## src/sv/plsu_pkg.sv

```systemverilog
`timescale 1ns / 1ps
// Shared constants, types and the escape letter table of the literal string decoder.
package plsu_pkg;

   localparam logic [7:0] CHAR_BACKSLASH = 8'h5C;
   localparam logic [7:0] CHAR_ZERO      = 8'h30;
   localparam logic [7:0] CHAR_SEVEN     = 8'h37;
   localparam logic [7:0] CHAR_CR        = 8'h0D;
   localparam logic [7:0] CHAR_LF        = 8'h0A;
   localparam logic [7:0] CHAR_PERCENT   = 8'h25;
   localparam logic [7:0] CHAR_LPAREN    = 8'h28;
   localparam logic [7:0] CHAR_RPAREN    = 8'h29;
   localparam logic [1:0] OCTAL_MAX      = 2'd3;

   localparam int         CSR_ADDR_W     = 3;
   localparam logic [CSR_ADDR_W-1:0] REG_STRIP_WRAPPING = 3'd0;

   typedef struct packed {
      logic [7:0] out_byte;
      logic       has_byte;
      logic       unknown_escape;
      logic       out_last;
   } result_type;

   typedef struct packed {
      logic       known;
      logic [7:0] code;
   } escape_type;

   function automatic escape_type escape_letter(input logic [7:0] ch);
      escape_type res;
      res.known = 1'b1;
      res.code  = ch;
      case (ch)
         8'h74: res.code = 8'h09;
         8'h72: res.code = 8'h0D;
         8'h6E: res.code = 8'h0A;
         8'h62: res.code = 8'h08;
         8'h66: res.code = 8'h0C;
         8'h61: res.code = 8'h07;
         8'h76: res.code = 8'h0B;
         8'h65: res.code = 8'h1B;
         CHAR_PERCENT, CHAR_BACKSLASH, CHAR_LPAREN, CHAR_RPAREN: res.code = ch;
         default: res.known = 1'b0;
      endcase
      return res;
   endfunction

endpackage

```

## src/sv/pdf_literal_string_unescape.sv

```systemverilog
`timescale 1ns / 1ps
// Top level of the literal string escape decoder with its result queue and register port.
//
// The req channel carries the escaped body of a literal string, one byte per
// transfer, with req_tlast on its final byte. The rsp channel returns decoded
// bytes; rsp_tuser[0] flags a carried byte and rsp_tuser[1] an unknown escape.
// rsp_tlast marks the final result of a string; a string end that yields no
// byte still gives one result with rsp_tuser[0] low.
// Each accepted byte is decoded in the cycle of its transfer and yields zero,
// one or two results, which enter a four-entry result queue; results reach
// rsp only through this registered queue. One byte per cycle is taken
// while the queue holds at most two results, so a byte stream with one result
// per byte runs at one byte per cycle while the receiver takes each result;
// bytes that yield two results need two rsp transfers each.
// When the receiver stalls, the queue fills and req_tready drops until it
// holds at most two results again. The csr port holds strip_wrapping at
// address 0; it drops the first and last byte of each string. Reset empties
// the queue, clears the decoder state and clears strip_wrapping.
module pdf_literal_string_unescape
   import plsu_pkg::*;
(
   input  logic                  clock,
   input  logic                  reset,
   input  logic                  req_tvalid,
   output logic                  req_tready,
   input  logic [7:0]            req_tdata,   // in_byte
   input  logic                  req_tlast,   // in_last
   output logic                  rsp_tvalid,
   input  logic                  rsp_tready,
   output logic [7:0]            rsp_tdata,   // out_byte
   output logic [1:0]            rsp_tuser,   // has_byte, unknown_escape
   output logic                  rsp_tlast,   // out_last
   input  logic                  csr_psel,
   input  logic                  csr_penable,
   input  logic                  csr_pwrite,
   input  logic [CSR_ADDR_W-1:0] csr_paddr,
   input  logic [31:0]           csr_pwdata,
   output logic [31:0]           csr_prdata,
   output logic                  csr_pready
);

   logic       strip_ff, strip_in;
   logic       esc_ff, esc_in;
   logic [1:0] cnt_ff, cnt_in;
   logic [7:0] val_ff, val_in;
   logic       start_ff, start_in;

   result_type mem_ff [4];
   logic [1:0] wr_ptr_ff, wr_ptr_in;
   logic [1:0] rd_ptr_ff, rd_ptr_in;
   logic [2:0] count_ff, count_in;

   logic       accept, pop, csr_write;
   logic [1:0] push_n;
   result_type item0, item1;

   assign accept     = req_tvalid && req_tready;
   assign pop        = rsp_tvalid && rsp_tready;
   assign csr_write  = csr_psel && csr_penable && csr_pwrite && csr_pready;
   assign csr_pready = 1'b1;
   assign csr_prdata = (csr_paddr == REG_STRIP_WRAPPING) ? {31'd0, strip_ff} : 32'd0;
   assign strip_in   = (csr_write && csr_paddr == REG_STRIP_WRAPPING) ? csr_pwdata[0] : strip_ff;

   always_comb begin
      logic       drop, is_oct, absorbed;
      logic       e_flush, e_main, e_end;
      logic [7:0] flush_val, main_byte, end_val;
      logic       main_unk;
      escape_type esc_map;
      result_type r_flush, r_main, r_end, empty;
      logic [1:0] n;

      esc_in    = esc_ff;
      cnt_in    = cnt_ff;
      val_in    = val_ff;
      start_in  = start_ff;
      e_flush   = 1'b0;
      e_main    = 1'b0;
      e_end     = 1'b0;
      absorbed  = 1'b0;
      flush_val = val_ff;
      main_byte = req_tdata;
      main_unk  = 1'b0;
      end_val   = 8'd0;
      is_oct    = (req_tdata >= CHAR_ZERO) && (req_tdata <= CHAR_SEVEN);
      esc_map   = escape_letter(req_tdata);
      drop      = strip_ff && (start_ff || req_tlast);

      if (accept) begin
         start_in = 1'b0;
         if (!drop) begin
            if (cnt_ff != 2'd0) begin
               if (cnt_ff < OCTAL_MAX && is_oct) begin
                  val_in   = {val_ff[4:0], req_tdata[2:0]};
                  cnt_in   = cnt_ff + 2'd1;
                  absorbed = 1'b1;
               end else begin
                  e_flush = 1'b1;
                  cnt_in  = 2'd0;
                  val_in  = 8'd0;
               end
            end
            if (!absorbed) begin
               if (esc_ff) begin
                  esc_in = 1'b0;
                  if (is_oct) begin
                     cnt_in = 2'd1;
                     val_in = {5'd0, req_tdata[2:0]};
                  end else if (req_tdata != CHAR_CR && req_tdata != CHAR_LF) begin
                     e_main    = 1'b1;
                     main_byte = esc_map.code;
                     main_unk  = !esc_map.known;
                  end
               end else if (req_tdata == CHAR_BACKSLASH) begin
                  esc_in = 1'b1;
               end else begin
                  e_main = 1'b1;
               end
            end
         end
         if (req_tlast) begin
            e_end    = (cnt_in != 2'd0);
            end_val  = val_in;
            esc_in   = 1'b0;
            cnt_in   = 2'd0;
            val_in   = 8'd0;
            start_in = 1'b1;
         end
      end

      r_flush = '{out_byte: flush_val, has_byte: 1'b1, unknown_escape: 1'b0, out_last: 1'b0};
      r_main  = '{out_byte: main_byte, has_byte: 1'b1, unknown_escape: main_unk,
                  out_last: 1'b0};
      r_end   = '{out_byte: end_val, has_byte: 1'b1, unknown_escape: 1'b0, out_last: 1'b0};
      empty   = '{out_byte: 8'd0, has_byte: 1'b0, unknown_escape: 1'b0, out_last: 1'b0};

      item0 = e_flush ? r_flush : (e_main ? r_main : (e_end ? r_end : empty));
      item1 = (e_flush && e_main) ? r_main : r_end;
      n = {1'b0, e_flush} + {1'b0, e_main} + {1'b0, e_end};
      if (accept && req_tlast && n == 2'd0) begin
         n = 2'd1;
      end
      if (accept && req_tlast) begin
         if (n == 2'd2) begin
            item1.out_last = 1'b1;
         end else begin
            item0.out_last = 1'b1;
         end
      end
      push_n = accept ? n : 2'd0;
   end

   assign wr_ptr_in  = wr_ptr_ff + push_n;
   assign rd_ptr_in  = rd_ptr_ff + {1'b0, pop};
   assign count_in   = count_ff + {1'b0, push_n} - {2'd0, pop};
   assign req_tready = (count_ff <= 3'd2);
   assign rsp_tvalid = (count_ff != 3'd0);
   assign rsp_tdata  = mem_ff[rd_ptr_ff].out_byte;
   assign rsp_tuser  = {mem_ff[rd_ptr_ff].unknown_escape, mem_ff[rd_ptr_ff].has_byte};
   assign rsp_tlast  = mem_ff[rd_ptr_ff].out_last;

   always_ff @(posedge clock) begin
      if (reset) begin
         strip_ff  <= 1'b0;
         esc_ff    <= 1'b0;
         cnt_ff    <= 2'd0;
         val_ff    <= 8'd0;
         start_ff  <= 1'b1;
         wr_ptr_ff <= 2'd0;
         rd_ptr_ff <= 2'd0;
         count_ff  <= 3'd0;
      end else begin
         strip_ff  <= strip_in;
         esc_ff    <= esc_in;
         cnt_ff    <= cnt_in;
         val_ff    <= val_in;
         start_ff  <= start_in;
         wr_ptr_ff <= wr_ptr_in;
         rd_ptr_ff <= rd_ptr_in;
         count_ff  <= count_in;
      end
   end

   always_ff @(posedge clock) begin
      if (push_n != 2'd0) begin
         mem_ff[wr_ptr_ff] <= item0;
      end
      if (push_n == 2'd2) begin
         mem_ff[wr_ptr_ff + 2'd1] <= item1;
      end
   end

endmodule

```

## config.mk

```make
export PLATFORM = sky130hd
export DESIGN_NAME = pdf_literal_string_unescape
export DESIGN_NICKNAME = d
export VERILOG_FILES = /design/src/sv/plsu_pkg.sv /design/src/sv/pdf_literal_string_unescape.sv
export SDC_FILE = /design/constraint.sdc
export NUM_CORES = 1
export LEC_CHECK = 0
export BUFFER_PORTS_ARGS = -buffer_cell sky130_fd_sc_hd__buf_2
export CORE_ASPECT_RATIO = 0.7
export CORE_MARGIN = 2
export CORE_UTILIZATION = 45
export CTS_BUF_LIST = sky130_fd_sc_hd__clkbuf_2
export DETAILED_ROUTE_END_ITERATION = 16
export GPL_TIMING_DRIVEN = 0
export PLACE_DENSITY = 0.7
export SYNTH_ARGS = -nofsm -noshare
export SYNTH_HDL_FRONTEND = slang
export SYNTH_SLANG_ARGS = --single-unit
export TNS_END_PERCENT = 50
```

## constraint.sdc

```tcl
create_clock -name clock -period 3.8 [get_ports clock]
set_clock_uncertainty 0.1 [all_clocks]
set_input_delay 0.57 -clock clock [delete_from_list [all_inputs] [get_ports clock]]
set_output_delay 0.57 -clock clock [all_outputs]
set_load 0.02 [all_outputs]
```

# Word level (Yosys, flattened, before mapping)

Memories as Yosys holds them, arrays and structs flattened. A register that Yosys moved wholly into a read port is not among the register bits.
Cells that the tools add are included.

Flip-flop bits (word level): 20
Bits in writable memories: 44
Input bits: 51
Output and inout port bits: 46
Logic and storage cells: 131
Memories: 1

Memories:

| memory | words | width | rd ports | clocked after Yosys merged registers in | write ports | line                              | RTL |
|---|---|---|---|---|---|---|---|
| mem_ff | 4     | 11    | 1        | 1                                       | 2           | pdf_literal_string_unescape.sv:48 | `result_type mem_ff [4];` |

$add $sub $neg: 8
Order comparisons: 4
Equality and inequality tests: 18
Multiplexer cells: 70
Reduce and logical (&&, ||, !) cells: 22

Operator list:

| operator              | number |
|---|---|
| $mux W8               | 15 |
| $eq A8 B7 Y1 const B  | 9 |
| $pmux W8 S8           | 1 |
| $mux W11              | 4 |
| $mux W1               | 39 |
| $eq A8 B6 Y1 const B  | 3 |
| $mux W2               | 11 |
| $ne A8 B4 Y1 const B  | 2 |
| $logic_and A1 B1 Y1   | 12 |
| $reduce_or A12 Y1     | 1 |
| $ge A8 B6 Y1 const B  | 1 |
| $le A8 B6 Y1 const B  | 1 |
| $reduce_bool A2 Y1    | 3 |
| $add A2 B1 Y2         | 2 |
| $add A2 B1 Y2 const B | 2 |
| $eq A2 B2 Y1 const B  | 2 |
| $ne A2 B2 Y1 const B  | 2 |
| $add A3 B2 Y3         | 1 |
| $le A3 B2 Y1 const B  | 1 |
| $logic_not A3 Y1      | 1 |
| $reduce_and A3 Y1     | 1 |
| $reduce_bool A3 Y1    | 1 |
| $sub A3 B1 Y3         | 1 |
| $add A1 B1 Y2         | 1 |
| 5 further kinds       | 5 |

# Logic depth before layout (Yosys ltp)

Gate-level depths: netlist (run 1).

Word-level depth: 21
Depth in mapped cells: 20
Depth with buffers taken out: 18

# Worst setup path before layout (run 1)

OpenSTA, ideal clock, no wires.

Path type: register to register
Start point: register count_ff[1]
End point: memory mem_ff[1][0] (netlist name) (enable)
Setup time: 340 ps
Data arrival time: 3,714 ps
Setup slack: -353 ps
Cell stages (with the launch flop): 13
Path buffers: 3
Cell sequence: dfxtp_1 > a21oi_1 > nand2_1 > or4_1 > clkinv_1 > buf_1 > fa_1 > nor2b_1 > clkbuf_1 > nand2_1 > or3_1 > clkbuf_1 > nand2_1

RTL lines:

| item                   | line                               | RTL |
|---|---|---|
| from (decl)            | pdf_literal_string_unescape.sv:51  | `logic [2:0] count_ff, count_in;` |
| from (signal assigned) | pdf_literal_string_unescape.sv:180 | `count_ff <= count_in;` |
| to (decl)              | pdf_literal_string_unescape.sv:48  |  |

# Worst setup path in the final report (run 1)

Start point: input port req_tdata[3]
End point: register count_ff[2]

Cells in the longest elaborated chain, start to end: 20

Ends and longest elaborated chain:

| item                                                | line                                                                  | RTL |
|---|---|---|
| from (decl)                                         | pdf_literal_string_unescape.sv:26                                     | `input logic [7:0] req_tdata,` |
| $ge A8 B6 Y1 / $le A8 B6 Y1 (equally long branches) | pdf_literal_string_unescape.sv:85                                     | `is_oct = (req_tdata >= CHAR_ZERO) && (req_tdata <= CHAR_SEVEN);` |
| $logic_and A1 B1 Y1                                 | pdf_literal_string_unescape.sv:85                                     |  |
| $logic_and A1 B1 Y1                                 | pdf_literal_string_unescape.sv:93                                     | `if (cnt_ff < OCTAL_MAX && is_oct) begin` |
| $mux W2 / $mux W1 (equally long branches)           | pdf_literal_string_unescape.sv:93                                     |  |
| $mux W2 / $mux W1 (equally long branches)           | pdf_literal_string_unescape.sv:92                                     | `if (cnt_ff != 2'd0) begin` |
| $mux W2 / $mux W1 (equally long branches)           | pdf_literal_string_unescape.sv:106, pdf_literal_string_unescape.sv:91 |  |
| $mux W2 / $mux W1 (equally long branches)           | pdf_literal_string_unescape.sv:104, pdf_literal_string_unescape.sv:89 |  |
| $mux W2                                             | pdf_literal_string_unescape.sv:103                                    | `if (!absorbed) begin` |
| (+4 left out)                                       | --                                                                    |  |
| $mux W1                                             | pdf_literal_string_unescape.sv:89                                     | `if (accept) begin` |
| $add A2 B1 Y2 (*)                                   | pdf_literal_string_unescape.sv:139                                    | `n = {1'b0, e_flush} + {1'b0, e_main} + {1'b0, e_end};` |
| $logic_not A2 Y1                                    | pdf_literal_string_unescape.sv:140                                    | `if (accept && req_tlast && n == 2'd0) begin` |
| $logic_and A1 B1 Y1                                 | pdf_literal_string_unescape.sv:140                                    |  |
| $mux W2 (*)                                         | pdf_literal_string_unescape.sv:140                                    |  |
| $mux W2 (*)                                         | pdf_literal_string_unescape.sv:150                                    | `push_n = accept ? n : 2'd0;` |
| $add A3 B2 Y3 (*)                                   | pdf_literal_string_unescape.sv:155                                    | `assign count_in = count_ff + {1'b0, push_n} - {2'd0, pop};` |
| $sub A3 B1 Y3 (*)                                   | pdf_literal_string_unescape.sv:155                                    |  |

Every way passes the cells marked *; elsewhere a longest branch is shown, timed or not. The select of a mux whose other input is x is not followed.
A chain may end at the register's enable or synchronous reset.

==> results.md, run 1 <==
- P per Cell Area: 417.6 nW/um^2
- CP Capture Type: flop
- Routed Antenna Nets: 0
- Final net count: 590
- Post-Synth XOR/XNOR Area: 0.01433
- Post-Syn Area per Cell: 9.446 um^2
- Clock Sinks: 64
- Mux contribution to synthesized area: 0.06754
- Status: finished, final reports clean
- Die W: 120.6 um
- Post-synthesis adder-cell area fraction: 0.02982
- Synth Register Bits: 64
- Clock transition at the registers of the reported paths: 0.19 ns
- First-pass DRT Iterations: 5
- Dpl hpwl: 8.245 mm
- Most frequent cells in the layout: buf_4, edfxtp_1, nor2_1
- Global-route wire length before repair: 18.02 mm
- Total power: 2.130 mW
- CTS Hold Bufs: 0
- TritonCTS Buffers: 9
- Critical Path Max Stage Delay: 0.55 ns
- Grt total ovfl: 0
- Core area: 9144 um^2
- Commonest non-fill, non-tap cell in the layout: buf_4
- Share of cells above drive strength 1: 0.2860
- Synth top area cells: edfxtp_1, dfxtp_1, mux4_2
- Num rows: 29
- Synth unique cells: 68
- Overall routing resource usage: 0.2261
- Setup-failing EPs final: 0
- Clock tree buffer depth: 2
- Critical path class: input pin to flop
- Largest net degree at the start of global routing: 20
- Initial Util: 0.4680
- Avg WL per Cell: 17.52 um
- Full die area: 10320 um^2
- Tmin final: 3.643 ns
- Post-synth top area share: 0.2807
- Die Ht: 85.59 um
- Req. time, crit path: 4.11 ns
- Combinational family with the most area after synthesis: compound AO/OA/AOI/OAI gates
- Peak VDD IR: 0.2731 mV
- WHS: 0.1532 ns
- Number of H-tree levels: 3
- CP max FO: 10
- Skew-Pair Late Insertion Delay: 0.53 ns
- Proportion of synthesized chip area in sequential cells: 0.3930
- FFs w/ async S/R, synth: 0
- Leading area contributor after synthesis: edfxtp_1
- I/O Pins: 97
- Final Slew Violations: 0
- Routability Congestion: 0.9301
- Post-synth top flop: edfxtp_1
- Leakage: 1.925 nW
- Mapped cell area: 4279 um^2
- Yosys warning total: 0
- Initial antenna violation count: 0
- CTS root buf: clkbuf_2
- Crit path DAT: 3.96 ns
- Syn Inst Count: 453
- Worst slew pin tran: 0.8825 ns
- Vias in the first global route: 3457
- Worst slew margin: 0.4117
- Vias per cell: 5.780
- IO buf count: 30
- Period utilization: 0.9586
- Initial DRC Count: 697
- Setup TNS: 0 ns
- Peak Freq: 274.5 MHz
- Synth Area in Simple Gates: 0.1743
- CP cell instances: buf_2 > buf_8 > nand3b_1 > o41ai_4 > a21oi_2 > o31ai_4 > inv_2 > fa_2 > o21a_1 > inv_1 > ha_1 > inv_1 > ha_2 > fa_2 > xor2_2 > xnor2_1 > nor2_1
- CTS tree: done
- EDFF count, synth: 40
- Slowest CP cell: fa_2
- Routed WL: 11.56 mm
- Compound-Gate Fraction of Synth Area: 0.2140
- Tightest Hold Check Type: input pin to flop
- Vias: 3815
- Max-Cap Viols: 0
- Area Overhead vs Synth: 19.21%
- Hold Fails Final Rpt: 0
- Residual DRC: 0
- Startpoint Class: input pin
==> synthesized netlist by cell type, types with 5 or more instances <==
library cell / number
dfxtp_1: 24
o21ai_0: 20
nor2b_1: 11
or3_1: 5
buf_4: 32
nand2_1: 29
nand3_1: 5
nor3_1: 14
clkbuf_1: 24
a21oi_1: 23
a31oi_1: 7
xnor2_1: 5
o32ai_1: 5
o22ai_1: 31
a22oi_1: 14
edfxtp_1: 40
ha_1: 7
nor2_1: 37
mux4_2: 11
inv_1: 17
==> power by group <==
group,internal [mW],total (mW),switching [mW]
registers,0.814,0.858,0.0436
logic,0.325,0.789,0.464
clock network,0.219,0.484,0.264
==> cell type report <==
class	instances	area [um^2]
tap	124	155.1
buffer	60	395.4
timing repair buffer	40	225.2
sequential	64	1693
clock inverter	7	95.09
clock buffer	9	45.04
antenna	1	2.502
multi-input combinational	337	2417
fill	847	4043
inverter	18	72.57
==> worst max-delay path, delay by kind of cell <==
kind                     cells  cell delay [ns]
AO/OA/AOI/OAI                4             0.96
XOR/XNOR                     2             0.30
adder cells (fa/ha/maj)      4             1.34
buffers and inverters        5             0.43
AND/OR/NAND/NOR              2             0.35
==> sequential cells by signal, summed over array words and instances (netlist names) <==
register   cells
rd_ptr_ff      2
esc_ff         1
strip_ff       1
start_ff       1
cnt_ff         2
mem_ff        44
val_ff         8
count_ff       3
wr_ptr_ff      2
==> metal layers <==
metal  GRT usage  share of wire
met5           0              0
met2      0.3457           0.45
met3     0.06848          0.089
met1      0.3175           0.45
met4     0.05180         0.0093
==> path summary, 6_finish.rpt <==
path / to / slack, ns / from / cells after the start
max: count_ff[2] / 0.16 / req_tdata[3] / 17
min: strip_ff / 0.15 / csr_pwdata[0] / 3
max reg2reg: count_ff[2] / 0.17 / cnt_ff[1] / 16
min reg2reg: mem_ff[2][2] / 0.42 / mem_ff[2][2] / 2
==> per-stage QoR <==
step / util / instance area [um^2] / cells / worst slack, ns
6_report: 0.5579 / 5101 / 660 / 0.1573
3_3_place_gp: 0.5189 / 4745 / 637 / -0.6715
2_1_floorplan: - / 4439 / 483 / -0.08493
4_1_cts: 0.5400 / 4937 / 651 / -0.0001923
5_1_grt: 0.5576 / 5099 / 659 / -0.03583
3_5_place_dp: 0.5189 / 4745 / 637 / -0.7629
==> kinds of logic after synthesis <==
logic type / after synthesis
other: 2
and+or+nand+nor: 140
xor gates and xnor gates: 7
AOI/OAI and AO/OA: 133
adders and majority gates: 9
muxes: 15
buffers and inverters: 83
DFF: 64
==> timing repair <==
action | 4_1_cts | 5_1_grt
buffers inserted | 2 | 8
gates resized for setup | 19 | 24
endpoints found under the setup margin | 81 | 70
pin swaps | 3 | 11
cloned | 1 | 0
No activity file was read; power rests on OpenSTA's default activity.
==> inputs of run 2 (changes only) <==
--- a/config.mk
+++ b/config.mk
@@ -13,6 +13,8 @@
 export DETAILED_ROUTE_END_ITERATION = 16
 export GPL_TIMING_DRIVEN = 0
 export PLACE_DENSITY = 0.7
+export REMOVE_ABC_BUFFERS = 1
+export SETUP_SLACK_MARGIN = 0.02
 export SYNTH_ARGS = -nofsm -noshare
 export SYNTH_HDL_FRONTEND = slang
 export SYNTH_SLANG_ARGS = --single-unit
==> results.md, run 2 (synthesized netlist as in run 1, its figures left out) <==
- Clk pwr share: 0.204 (was 0.227)
- Setup-failing EPs final: 0 (unchanged)
- Global-route wire length before repair: 17.69 mm (was 18.02 mm)
- Grt total ovfl: 0 (unchanged)
- Num rows: 29 (unchanged)
- Largest regs: mem_ff x44, val_ff x8, count_ff x3 (unchanged)
- Leakage: 1.699 nW (was 1.925 nW)
- FILL cells: 838 (was 847)
- Initial antenna violation count: 0 (unchanged)
- Worst slew margin: 0.3984 (was 0.4117)
- Peak VDD IR: 0.4519 mV (was 0.2731 mV)
- Vias in the first global route: 3327 (was 3457)
- Most frequent cells in the layout: edfxtp_1, nor2_1, buf_2 (was buf_4, edfxtp_1, nor2_1)
- Req. time, crit path: 3.92 ns (was 4.11 ns)
- Crit path DAT: 3.77 ns (was 3.96 ns)
- Routability Congestion: 0.8765 (was 0.9301)
- Gate power share: 0.350 (was 0.370)
- Number of H-tree levels: 3 (unchanged)
- Routed WL: 11.21 mm (was 11.56 mm)
- Final Slew Violations: 0 (unchanged)
- Dpl hpwl: 7.431 mm (was 8.245 mm)
- Share of cells above drive strength 1: 0.2551 (was 0.2860)
- Reg2Reg Depth: 11 (was 16)
- Peak Freq: 274.1 MHz (was 274.5 MHz)
- Core area: 9144 um^2 (unchanged)
- Residual DRC: 0 (unchanged)
- FF-to-FF setup slack: 0.15 ns (was 0.17 ns)
- Worst Hold Depth: 3 (unchanged)
- R2R Path Start: cnt_ff[0] (was cnt_ff[1])
- P per Cell Area: 426.5 nW/um^2 (was 417.6 nW/um^2)
- Die Ht: 85.59 um (unchanged)
- I/O Pins: 97 (unchanged)
- Switching power: 761.4 uW (was 772.2 uW)
- Vias: 3731 (was 3815)
- TritonCTS Buffers: 9 (unchanged)
- CTS root buf: clkbuf_2 (unchanged)
- Initial Util: 0.4680 (unchanged)
- Terminus of the critical flop-to-flop path: mem_ff[2][5] (was count_ff[2])
- Final worst slack: 0.1513 ns (was 0.1573 ns)
- Hold Path Sink: strip_ff (unchanged)
- First-pass DRT Iterations: 5 (unchanged)
- Storage cell area: 1690 um^2 (was 1693 um^2)
- Pint: 1.264 mW (was 1.358 mW)
- Hold Fails Final Rpt: 0 (unchanged)
- Period utilization: 0.9602 (was 0.9586)
- IO buf count: 33 (was 30)
- Avg WL per Cell: 18.38 um (was 17.52 um)
- Clock Sinks: 64 (unchanged)
- Vias per cell: 6.116 (was 5.780)
- Max-Cap Viols: 0 (unchanged)
- Clock tree buffer depth: 2 (unchanged)
- Full die area: 10320 um^2 (unchanged)
- Ant. Diodes: 0 (was 1)
- Total power: 2.025 mW (was 2.130 mW)
- Overall routing resource usage: 0.2218 (was 0.2261)
- CTS tree: done (unchanged)
- Hold Startpoint: csr_pwdata[0] (unchanged)
- Commonest non-fill, non-tap cell in the layout: edfxtp_1 (was buf_4)
- Critical path class: flop to flop (was input pin to flop)
- Tightest Hold Check Type: input pin to flop (unchanged)
- CP max FO: 19 (was 10)
- Largest register by flop count: mem_ff (unchanged)
- Worst slew pin tran: 0.9011 ns (was 0.8825 ns)
- Skew-Pair Late Insertion Delay: 0.52 ns (was 0.53 ns)
- Clock transition at the registers of the reported paths: 0.19 ns (about the same)
- Tmin final: 3.649 ns (was 3.643 ns)
- Max reg flops: 44 (unchanged)
- Startpoint Class: flop (was input pin)
- Status: finished, final reports clean (unchanged)
- CP Capture Type: flop (unchanged)
- Area Overhead vs Synth: 10.96% (was 19.21%)
- Routed Antenna Nets: 0 (unchanged)
- Multi-input combinational cell area: 2406 um^2 (was 2417 um^2)
- Initial DRC Count: 374 (was 697)
- Final net count: 541 (was 590)
- DP Worst Slack: -1.163 ns (was -0.7629 ns)
- Switching Share: 0.3759 (was 0.3625)
- Die W: 120.6 um (unchanged)
- Largest net degree at the start of global routing: 21 (was 20)
- Sequential group share of total power: 0.446 (was 0.403)
run 2: cell types whose count changed in the layout (fill, tap and decap cells not counted), moves of 3 or more:
cell,change
clkinv_4,-3
buf_6,-3
clkbuf_1,-15
clkbuf_4,-3
buf_4,-23
clkinvlp_4,+3
run 2: cell type report:
cell class / count / share of cell area
clock buffers: 10 / 0.01054
clock inverters: 6 / 0.01265
inverters: 18 / 0.01660
multi-input cells: 336 / 0.5067
flip-flops and latches: 64 / 0.3560
well taps: 124 / 0.03267
repair buffers: 52 / 0.06482
run 2: worst max path at each step:
stage | depth (start not counted) | start | end
final | 11 | cnt_ff[0] | mem_ff[2][5]
after global routing | 16 | cnt_ff[0] | count_ff[2]
after CTS | 14 | count_ff[1] | count_ff[2]
after detailed placement | 10 | req_tdata[7] | mem_ff[1][3]
after global placement | 10 | req_tdata[7] | mem_ff[1][4]
after floorplan | 9 | count_ff[1] | mem_ff[1][0]
run 2: layer usage:
metal  GRT usage  up-vias  wire (um)
met5           0        -          0
met4     0.05920        0        144
met3     0.07513       28       1331
met2      0.3205      229       4846
met1      0.3188     1775       4887
li1            -     1699          -
run 2: worst max-delay path, stage by stage, from the launching register on:
cell and delay [ns]:
dfxtp_4 0.40, ha_2 0.21, or3_4 0.36, nor2_2 0.10
or4_4 0.22, inv_8 0.08, fa_2 0.61, o21a_1 0.15
buf_4 0.12, a21oi_2 0.05, or3b_2 0.62, nand2_2 0.30
run 2: what timing repair did:
action,4_1_cts,5_1_grt
hold buffers,0,0
gates resized for setup,24,23
setup endpoints to repair,83,72
buffers inserted,8,11
pin swaps,3,10
run 2: power groups by stage:
stage | Clock [mW] | Combinational (mW) | Sequential, mW
after floorplan | 0 | 0.475 | 0.888
after global placement | 0 | 0.633 | 0.911
after detailed placement | 0 | 0.646 | 0.918
after CTS | 0.425 | 0.673 | 0.902
after global routing | 0.455 | 0.777 | 0.918
final | 0.412 | 0.710 | 0.903
run 2: metrics by stage:
stage	instances	hold slack (ns)	area (um^2)	utilization	setup TNS [ns]
global placement	575	0.3696	4329	0.4735	-65.18
CTS	599	0.1216	4576	0.5004	-0.01453
global route	610	0.1230	4748	0.5193	-0.006086
finish	610	0.1733	4748	0.5193	0
floorplan	418	0.3474	4009	-	-17.87
detailed placement	575	0.3867	4329	0.4735	-69.36
==> inputs of run 3 (changes only) <==
--- a/config.mk
+++ b/config.mk
@@ -9,7 +9,6 @@
 export CORE_ASPECT_RATIO = 0.7
 export CORE_MARGIN = 2
 export CORE_UTILIZATION = 45
-export CTS_BUF_LIST = sky130_fd_sc_hd__clkbuf_2
 export DETAILED_ROUTE_END_ITERATION = 16
 export GPL_TIMING_DRIVEN = 0
 export PLACE_DENSITY = 0.7
==> results.md, run 3 (synthesized netlist as in run 1, its figures left out) <==
- Initial antenna violation count: 0 (unchanged)
- Startpoint Class: input pin (was flop)
- Total power: 2.434 mW (was 2.025 mW)
- CTS root buf: clkbuf_16 (was clkbuf_2)
- Largest register by flop count: mem_ff (unchanged)
- Core area: 9144 um^2 (unchanged)
- Peak Freq: 267.8 MHz (was 274.1 MHz)
- Vias in the first global route: 3359 (was 3327)
- Dpl hpwl: 7.431 mm (unchanged)
- Area after DPL: 4329 um^2 (unchanged)
- Largest regs: mem_ff x44, val_ff x8, count_ff x3 (unchanged)
- First-pass DRT Iterations: 5 (unchanged)
- Peak VDD IR: 0.4714 mV (was 0.4519 mV)
- Setup-failing EPs final: 0 (unchanged)
- CP max FO: 6 (was 19)
- Vias per cell: 6.151 (was 6.116)
- Number of H-tree levels: 3 (unchanged)
- Clock Sinks: 64 (unchanged)
- IO buf count: 33 (unchanged)
- I/O Pins: 97 (unchanged)
- P per Cell Area: 495.5 nW/um^2 (was 426.5 nW/um^2)
- Met2 wire len: 5.019 mm (was 4.846 mm)
- Hold Fails Final Rpt: 0 (unchanged)
- Ant. Diodes: 0 (unchanged)
- Wl on met1: 4.986 mm (was 4.887 mm)
- Initial DRC Count: 391 (was 374)
- Vias: 3740 (was 3731)
- Final Slew Violations: 0 (unchanged)
- Met3 WL: 1.222 mm (was 1.331 mm)
- Most frequent cells in the layout: edfxtp_1, nor2_1, conb_1 (was edfxtp_1, nor2_1, buf_2)
- Routed Antenna Nets: 0 (unchanged)
- Status: finished, final reports clean (unchanged)
- Req. time, crit path: 3.92 ns (about the same)
- CTS Hold Bufs: 0 (unchanged)
- Initial Util: 0.4680 (unchanged)
- Utilization after layout: 0.5372 (was 0.5193)
- Skew-Pair Late Insertion Delay: 0.34 ns (was 0.52 ns)
- Residual DRC: 0 (unchanged)
- Area Overhead vs Synth: 14.80% (was 10.96%)
- Num rows: 29 (unchanged)
- Setup TNS: 0 ns (unchanged)
- Global-route wire length before repair: 17.86 mm (was 17.69 mm)
- Share of cells above drive strength 1: 0.2438 (was 0.2551)
- Tightest Hold Check Type: input pin to flop (unchanged)
- RSZ-0062 raised after global routing: yes
- Grt total ovfl: 0 (unchanged)
- Largest net degree at the start of global routing: 21 (unchanged)
- Critical path class: input pin to flop (was flop to flop)
- Worst slew pin tran: 0.8984 ns (was 0.9011 ns)
- CTS tree: done (unchanged)
- Placed instance count: 575 (unchanged)
- TritonCTS Buffers: 9 (unchanged)
- Non-filler cells, final: 608 (was 610)
- Full die area: 10320 um^2 (unchanged)
- DR top layer: met4 (unchanged)
- Overall routing resource usage: 0.2253 (was 0.2218)
- Crit path DAT: 3.85 ns (was 3.77 ns)
- Die W: 120.6 um (unchanged)
- Final net count: 539 (was 541)
- Commonest non-fill, non-tap cell in the layout: edfxtp_1 (unchanged)
- Tmin final: 3.734 ns (was 3.649 ns)
- CP Capture Type: flop (unchanged)
- Worst slew margin: 0.4002 (was 0.3984)
- Leakage: 1.758 nW (was 1.699 nW)
- Clock tree buffer depth: 2 (unchanged)
- Post-route design area: 4912 um^2 (was 4748 um^2)
- Routed WL: 11.41 mm (was 11.21 mm)
- Clock transition at the registers of the reported paths: 0.05 ns (was 0.19 ns)
- Routability Congestion: 0.8765 (unchanged)
- Period utilization: 0.9827 (was 0.9602)
- Max-Cap Viols: 0 (unchanged)
- Die Ht: 85.59 um (unchanged)
- Avg WL per Cell: 18.77 um (was 18.38 um)
- Max reg flops: 44 (unchanged)
## run 3: cell types whose count changed in the layout (fill, tap and decap cells not counted), moves of 2 or more
cell	delta
clkbuf_16	+9
clkbuf_2	-10
dfxtp_4	-2
a21oi_2	+2
buf_2	-3
buf_4	-2
## run 3: layout make-up
cell class | instances | area, um^2
Clock buffer | 10 | 229.0
Clock inverter | 6 | 60.06
Fill cell | 813 | 4232
Inverter | 18 | 78.83
Multi-Input combinational cell | 336 | 2389
Sequential cell | 64 | 1684
Tap cell | 124 | 155.1
Timing Repair Buffer | 50 | 316.6
## run 3: report_power, final
part	internal (mW)	switching, mW	total (mW)
combinational	0.303	0.413	0.716
clock	0.504	0.308	0.811
sequential	0.818	0.0888	0.907
## run 3: worst max-delay path, cell delays in order
cell and delay [ns]:
buf_12 0.10, nand3b_1 0.26, o41ai_4 0.45, a21oi_2 0.14, o31ai_4 0.29, inv_2 0.07
fa_2 0.56, o21a_1 0.14, inv_1 0.05, ha_1 0.27, inv_1 0.05, ha_2 0.17
fa_2 0.37, xor2_2 0.15, xnor2_1 0.15, nor2_1 0.05
## run 3: routing by layer
layer / vias up / GRT usage
met3: 28 / 0.08910
li1: 1708 / -
met5: - / 0
met4: 0 / 0.05603
met2: 210 / 0.3297
met1: 1794 / 0.3138
## run 3: timing repair
item / 4_1_cts / 5_1_grt
endpoints found under the setup margin: 83 / 56
pin swaps: 3 / 12
buffers inserted: 8 / 9
gates resized for setup: 24 / 25
## run 3: final timing paths
| check | cells after the start | to | slack (ns) | startpoint |
|---|---|---|---|---|
| hold / removal | 3 | strip_ff | 0.36 | csr_pwdata[0] |
| setup reg to reg | 17 | count_ff[2] | 0.11 | cnt_ff[1] |
| setup / recovery | 16 | count_ff[2] | 0.07 | req_tdata[3] |
| hold reg to reg | 2 | mem_ff[1][2] | 0.40 | mem_ff[1][2] |
## run 3: through the flow
step / hold slack, ns / setup slack [ns]
final: 0.3597 / 0.06568
after global routing: 0.3659 / -0.09369
after CTS: 0.3576 / -0.05183
after detailed placement: 0.3867 / -1.163
after global placement: 0.3696 / -1.067
after floorplan: 0.3474 / -0.4547
